<file path="src/sv/cpsm_pkg.sv">
package cpsm_pkg;

    localparam int CFG_ADDR_W = 3;
    localparam int CFG_DATA_W = 12;

    localparam logic [CFG_ADDR_W-1:0] REG_FRAME_WIDTH   = 3'd0;
    localparam logic [CFG_ADDR_W-1:0] REG_REGION_LEFT   = 3'd1;
    localparam logic [CFG_ADDR_W-1:0] REG_REGION_RIGHT  = 3'd2;
    localparam logic [CFG_ADDR_W-1:0] REG_REGION_TOP    = 3'd3;
    localparam logic [CFG_ADDR_W-1:0] REG_REGION_BOTTOM = 3'd4;
    localparam logic [CFG_ADDR_W-1:0] REG_COLOUR_MODE   = 3'd5;

    localparam int CHAN_BITS  = 8;
    localparam int PIX_BITS   = 10;
    localparam int SUM_BITS   = 21;
    localparam int SHIFT_BITS = 7;
    localparam int MEAN_BITS  = 29;
    localparam int IN_W       = 3 * CHAN_BITS;
    localparam int OUT_W      = 40;

    localparam logic [SUM_BITS-1:0]  SUM_MAX  = '1;
    localparam logic [MEAN_BITS-1:0] MEAN_MAX = '1;

    typedef struct packed {
        logic clear;
        logic clear_both;
        logic accept;
        logic scan_start;
        logic scan_run;
        logic div_start;
        logic update;
        logic next_pass;
        logic load_out;
    } cmd_t;

    typedef struct packed {
        logic clr_done;
        logic shift_ok;
        logic pass1;
        logic scan_done;
        logic div_done;
        logic out_free;
    } sts_t;

endpackage

</file>
<file path="src/sv/cpsm_ctrl.sv">
module cpsm_ctrl (
    input  logic           aclk,
    input  logic           aresetn,
    input  logic           s_tvalid,
    input  logic           s_tlast,
    output logic           s_tready,
    input  cpsm_pkg::sts_t sts,
    output cpsm_pkg::cmd_t cmd
);
    import cpsm_pkg::*;

    typedef enum logic [6:0] {
        ST_CLEAR  = 7'b0000001,
        ST_RUN    = 7'b0000010,
        ST_DRAIN  = 7'b0000100,
        ST_SHIFT  = 7'b0001000,
        ST_SCAN   = 7'b0010000,
        ST_DIV    = 7'b0100000,
        ST_RESULT = 7'b1000000
    } state_t;

    state_t state_reg, state_next;
    logic   both_reg, both_next;

    always_comb begin
        state_next = state_reg;
        both_next  = both_reg;
        cmd        = '0;
        s_tready   = 1'b0;
        cmd.clear_both = both_reg;
        case (state_reg)
            ST_CLEAR: begin
                cmd.clear = 1'b1;
                if (sts.clr_done) begin
                    both_next  = 1'b0;
                    state_next = ST_RUN;
                end
            end
            ST_RUN: begin
                s_tready   = 1'b1;
                cmd.accept = s_tvalid;
                if (s_tvalid && s_tlast) begin
                    state_next = ST_DRAIN;
                end
            end
            ST_DRAIN: begin
                // last pixel's write lands this cycle
                state_next = ST_SHIFT;
            end
            ST_SHIFT: begin
                if (sts.shift_ok) begin
                    cmd.scan_start = 1'b1;
                    state_next     = ST_SCAN;
                end else if (!sts.pass1) begin
                    cmd.next_pass = 1'b1;
                end else begin
                    state_next = ST_RESULT;
                end
            end
            ST_SCAN: begin
                cmd.scan_run = 1'b1;
                if (sts.scan_done) begin
                    cmd.div_start = 1'b1;
                    state_next    = ST_DIV;
                end
            end
            ST_DIV: begin
                if (sts.div_done) begin
                    cmd.update = 1'b1;
                    state_next = ST_SHIFT;
                end
            end
            ST_RESULT: begin
                if (sts.out_free) begin
                    cmd.load_out = 1'b1;
                    state_next   = ST_CLEAR;
                end
            end
            default: begin
                state_next = ST_CLEAR;
                both_next  = 1'b1;
            end
        endcase
    end

    always_ff @(posedge aclk) begin
        if (!aresetn) begin
            state_reg <= ST_CLEAR;
            both_reg  <= 1'b1;
        end else begin
            state_reg <= state_next;
            both_reg  <= both_next;
        end
    end
endmodule

</file>
<file path="config.mk">
export PLATFORM = sky130hd
export DESIGN_NAME = cpsm_ctrl
export DESIGN_NICKNAME = d
export VERILOG_FILES = /design/src/sv/cpsm_pkg.sv /design/src/sv/cpsm_ctrl.sv
export SDC_FILE = /design/constraint.sdc
export NUM_CORES = 1
export LEC_CHECK = 0
export BUFFER_PORTS_ARGS = -buffer_cell sky130_fd_sc_hd__buf_2
export CAP_MARGIN = 0
export CORE_MARGIN = 3
export CORE_UTILIZATION = 35
export CTS_BUF_LIST = sky130_fd_sc_hd__clkbuf_8
export DETAILED_ROUTE_END_ITERATION = 7
export PLACE_DENSITY = 0.68
export SLEW_MARGIN = 20
export SYNTH_ARGS = -nofsm -noshare
export SYNTH_HDL_FRONTEND = slang
export SYNTH_SLANG_ARGS = --single-unit
</file>
<file path="constraint.sdc">
create_clock -name aclk -period 5.1 [get_ports aclk]
set_clock_uncertainty 0.1 [all_clocks]
set_input_delay 0.255 -clock aclk [delete_from_list [all_inputs] [get_ports aclk]]
set_output_delay 0.255 -clock aclk [all_outputs]
set_load 0.02 [all_outputs]
</file>
==> flow_summary_export.csv <==
group,metric,value,unit
yosys,synth_top_family_by_area,"simple AND/OR/NAND/NOR gates",
drt,via_count,643,
yosys,synth_edf_count,0,
floorplan,core_area,1590,um^2
finish,regArea,160,um^2
drt,drt_iter0_markers,30,
critical_path,path_cells,"nor3_2 > nand2_2 > nor3b_4 > and2_1 > buf_2",
cts,clock-sinks,8,
sta,rsz0062_at_grt,"false",
cts,cts_buffer_depth,2,
finish,drive_gt1_share,31.6,%
yosys,synth_seq_area_share,25.4,%
critical_path,timing.rr.start,"state_reg[6]$_SDFFE_PN0P_",
yosys,synth-adder-area-share,0,%
sta,tightest_slew,0.460,ns
floorplan,io_pins,20,
floorplan,die_h,48.4,um
critical_path,worst_r2r_path_depth,5,
drt,drt-pass1-iter-count,4,
cts,hold_buffers,0,
yosys,ys_warn_count,0,
sta,period_minus_slack,2.15,ns
critical_path,cp-end-kind,"output pin",
outcome,status,"finished clean",
finish,fin_cells,119,
critical_path,slowest_delay,0.43,ns
hold_path,hold_path_depth,2,
critical_path,cp_num_buf_inv,1,
finish,nFillCells,163,
yosys,synth.avg_cell_area,8.08,um^2
grt,antenna_found_initial,0,
finish,largest_reg_flops,7,
finish,mostFrequentLayoutCell,"buf_2",
cts,post_cts_buffers,0,
drt,viasPerCell,5.40,
yosys,synth.area.mux_share,3.17,%
hold_path,hp-start,"aresetn",
floorplan,fp-row-count,14,
drt,wl_met3,76,um
cts,numCtsBuffers,3,
yosys,synth_cell_types,37,
drt,dr.max_layer_used,"met4",
finish,synthToLayoutAreaGrowth,20.6,%
grt,grt_pass1_vias,530,
hold_path,worstHoldEndpoint,"both_reg$_SDFFE_PN1P_",
yosys,ys.flop_type,"dfxtp_1",
critical_path,r2r_setup_slack,3.21,ns
sta,tns,0,ns
yosys,syn_area,631,um^2
cts,clk_pin_slew,0.04,ns
drt,ant_nets,0,
critical_path,critPathTopFamily,"simple AND/OR/NAND/NOR gates",
drt,drc,0,
power_and_ir_drop,power_density,376,nW/um^2
sta,slew_violations,0,
placed_design,dp_hpwl,1190,um
flow_run,drv_cap,0,
finish,nets,107,
finish,fin_util,47.7,%
critical_path,r2r-end,"state_reg[0]$_SDFFE_PN1P_",
critical_path,slowest_stage,"dfxtp_1",
yosys,yosys.area_share.xor_xnor,2.78,%
yosys,synth-seq-cells,8,
cts,cts_resized,0,
yosys,async_flop_share,0,%
finish,multi_input_area,419,um^2
drt,drt-wirelength-per-cell,12.9,um
cts,cts-htree-levels,1,
finish,n_antenna_cell,0,
floorplan,die_w,48.4,um
floorplan,start_util,39.6,%
grt,grt_max_degree,14,
critical_path,cp.arrival,1.79,ns
sta,fmax,0.466,GHz
drt,wl,1540,um
yosys,synthesis.nets,88,
yosys,synth_area_leaders,"dfxtp_1 (25%), nor2_1 (6.0%), nor3b_4 (6.0%)",
power_and_ir_drop,max-vdd-ir-drop,0.174,mV
critical_path,path_max_fanout,12,
grt,grt_pass1_wl,2460,um
critical_path,start_kind,"flop",
placed_design,finalWeightedCongestion,0.820,
yosys,synth_compound_area_share,19.0,%
placed_design,dp_cells,116,
floorplan,die_area,2350,um^2
hold_path,hold_class,"input port to flop",
yosys,synthSimpleGateAreaFrac,41.5,%
yosys,synth.top_cell.area_share,25.4,%
cts,cts_tree,"yes",
sta,fin_crit_sh,42.1,%
sta,setup_violations,0,
sta,hold_violations,0,
placed_design,io_buffers,19,
yosys,synth_top_area_cell,"dfxtp_1",
finish,layout_common_cells,"buf_2 (19), nor2_1 (10), dfxtp_1 (8)",
drt,drt-met1-wl,657,um
grt,gr-usage-all-layers,13.5,%
grt,overflow,0,
cts,insertion_delay,0.23,ns
critical_path,worstSetupPathType,"flop to output pin",
sta,maxSlewHeadroom,69.3,%
critical_path,required,4.74,ns
cts,cts-root-buf,"clkbuf_8",
drt,dr_wl_met2,758,um
yosys,synthesis.instances,78,
power_and_ir_drop,leakagePower,0.323,nW
-- report_power, final --
group	internal [mW]	total, mW	switching [mW]
Combinational	0.0502	0.111	0.0604
Sequential	0.0734	0.0974	0.0240
Clock	0.0513	0.0784	0.0270
-- worst max path at each step --
stage                                    from                        end  slack [ns]  cells after the start
floorplan           state_reg[1]$_SDFFE_PN0P_                     cmd[3]        3.15                      5
global placement    state_reg[5]$_SDFFE_PN0P_  state_reg[0]$_SDFFE_PN1P_        3.26                      5
detailed placement  state_reg[4]$_SDFFE_PN0P_                     cmd[6]        3.22                      5
CTS                 state_reg[4]$_SDFFE_PN0P_                     cmd[6]        2.97                      5
global route        state_reg[4]$_SDFFE_PN0P_                     cmd[6]        2.83                      5
finish              state_reg[6]$_SDFFE_PN0P_                     cmd[6]        2.95                      5
-- synth_stat cells, drive strengths merged (2+ instances only) --
cell type   n
nor3        5
xor2        2
nand2       7
mux2i       2
nor2b       2
a21oi       2
nor3b       2
inv         4
buf         4
o21ai       3
dfxtp       8
nand3       2
nor4        2
and2        2
nand3b      2
nor2       11
o211ai      2
nor4b       4
-- cell families after synthesis --
kind of cell / after synthesis
xor+xnor: 2
simple gates: 41
mux: 2
buf+inv: 9
flops: 8
compound gates: 16
-- through the flow --
step	area, um^2	setup WS [ns]	power (mW)	hold WS (ns)
after detailed placement	719	3.22	0.208	0.399
after CTS	761	2.97	0.285	0.171
final	761	2.95	0.286	0.165
after global routing	761	2.83	0.302	0.200
after global placement	719	3.26	0.205	0.388
after floorplan	631	3.15	0.181	0.244
-- final cells by class --
type | instances | area share (%)
multi-input cells | 61 | 55.1
inverters | 4 | 1.97
repair buffers | 19 | 12.5
clock buffers | 3 | 5.43
well taps | 24 | 3.95
flip-flops and latches | 8 | 21.1
-- metal layers --
layer / up-vias / global-route usage, %
met3: 7 / 3.37
met4: 0 / 7.11
met2: 19 / 22.2
li1: 318 / -
met1: 299 / 16.1
met5: - / 0
(Power assumes the default switching activity.)
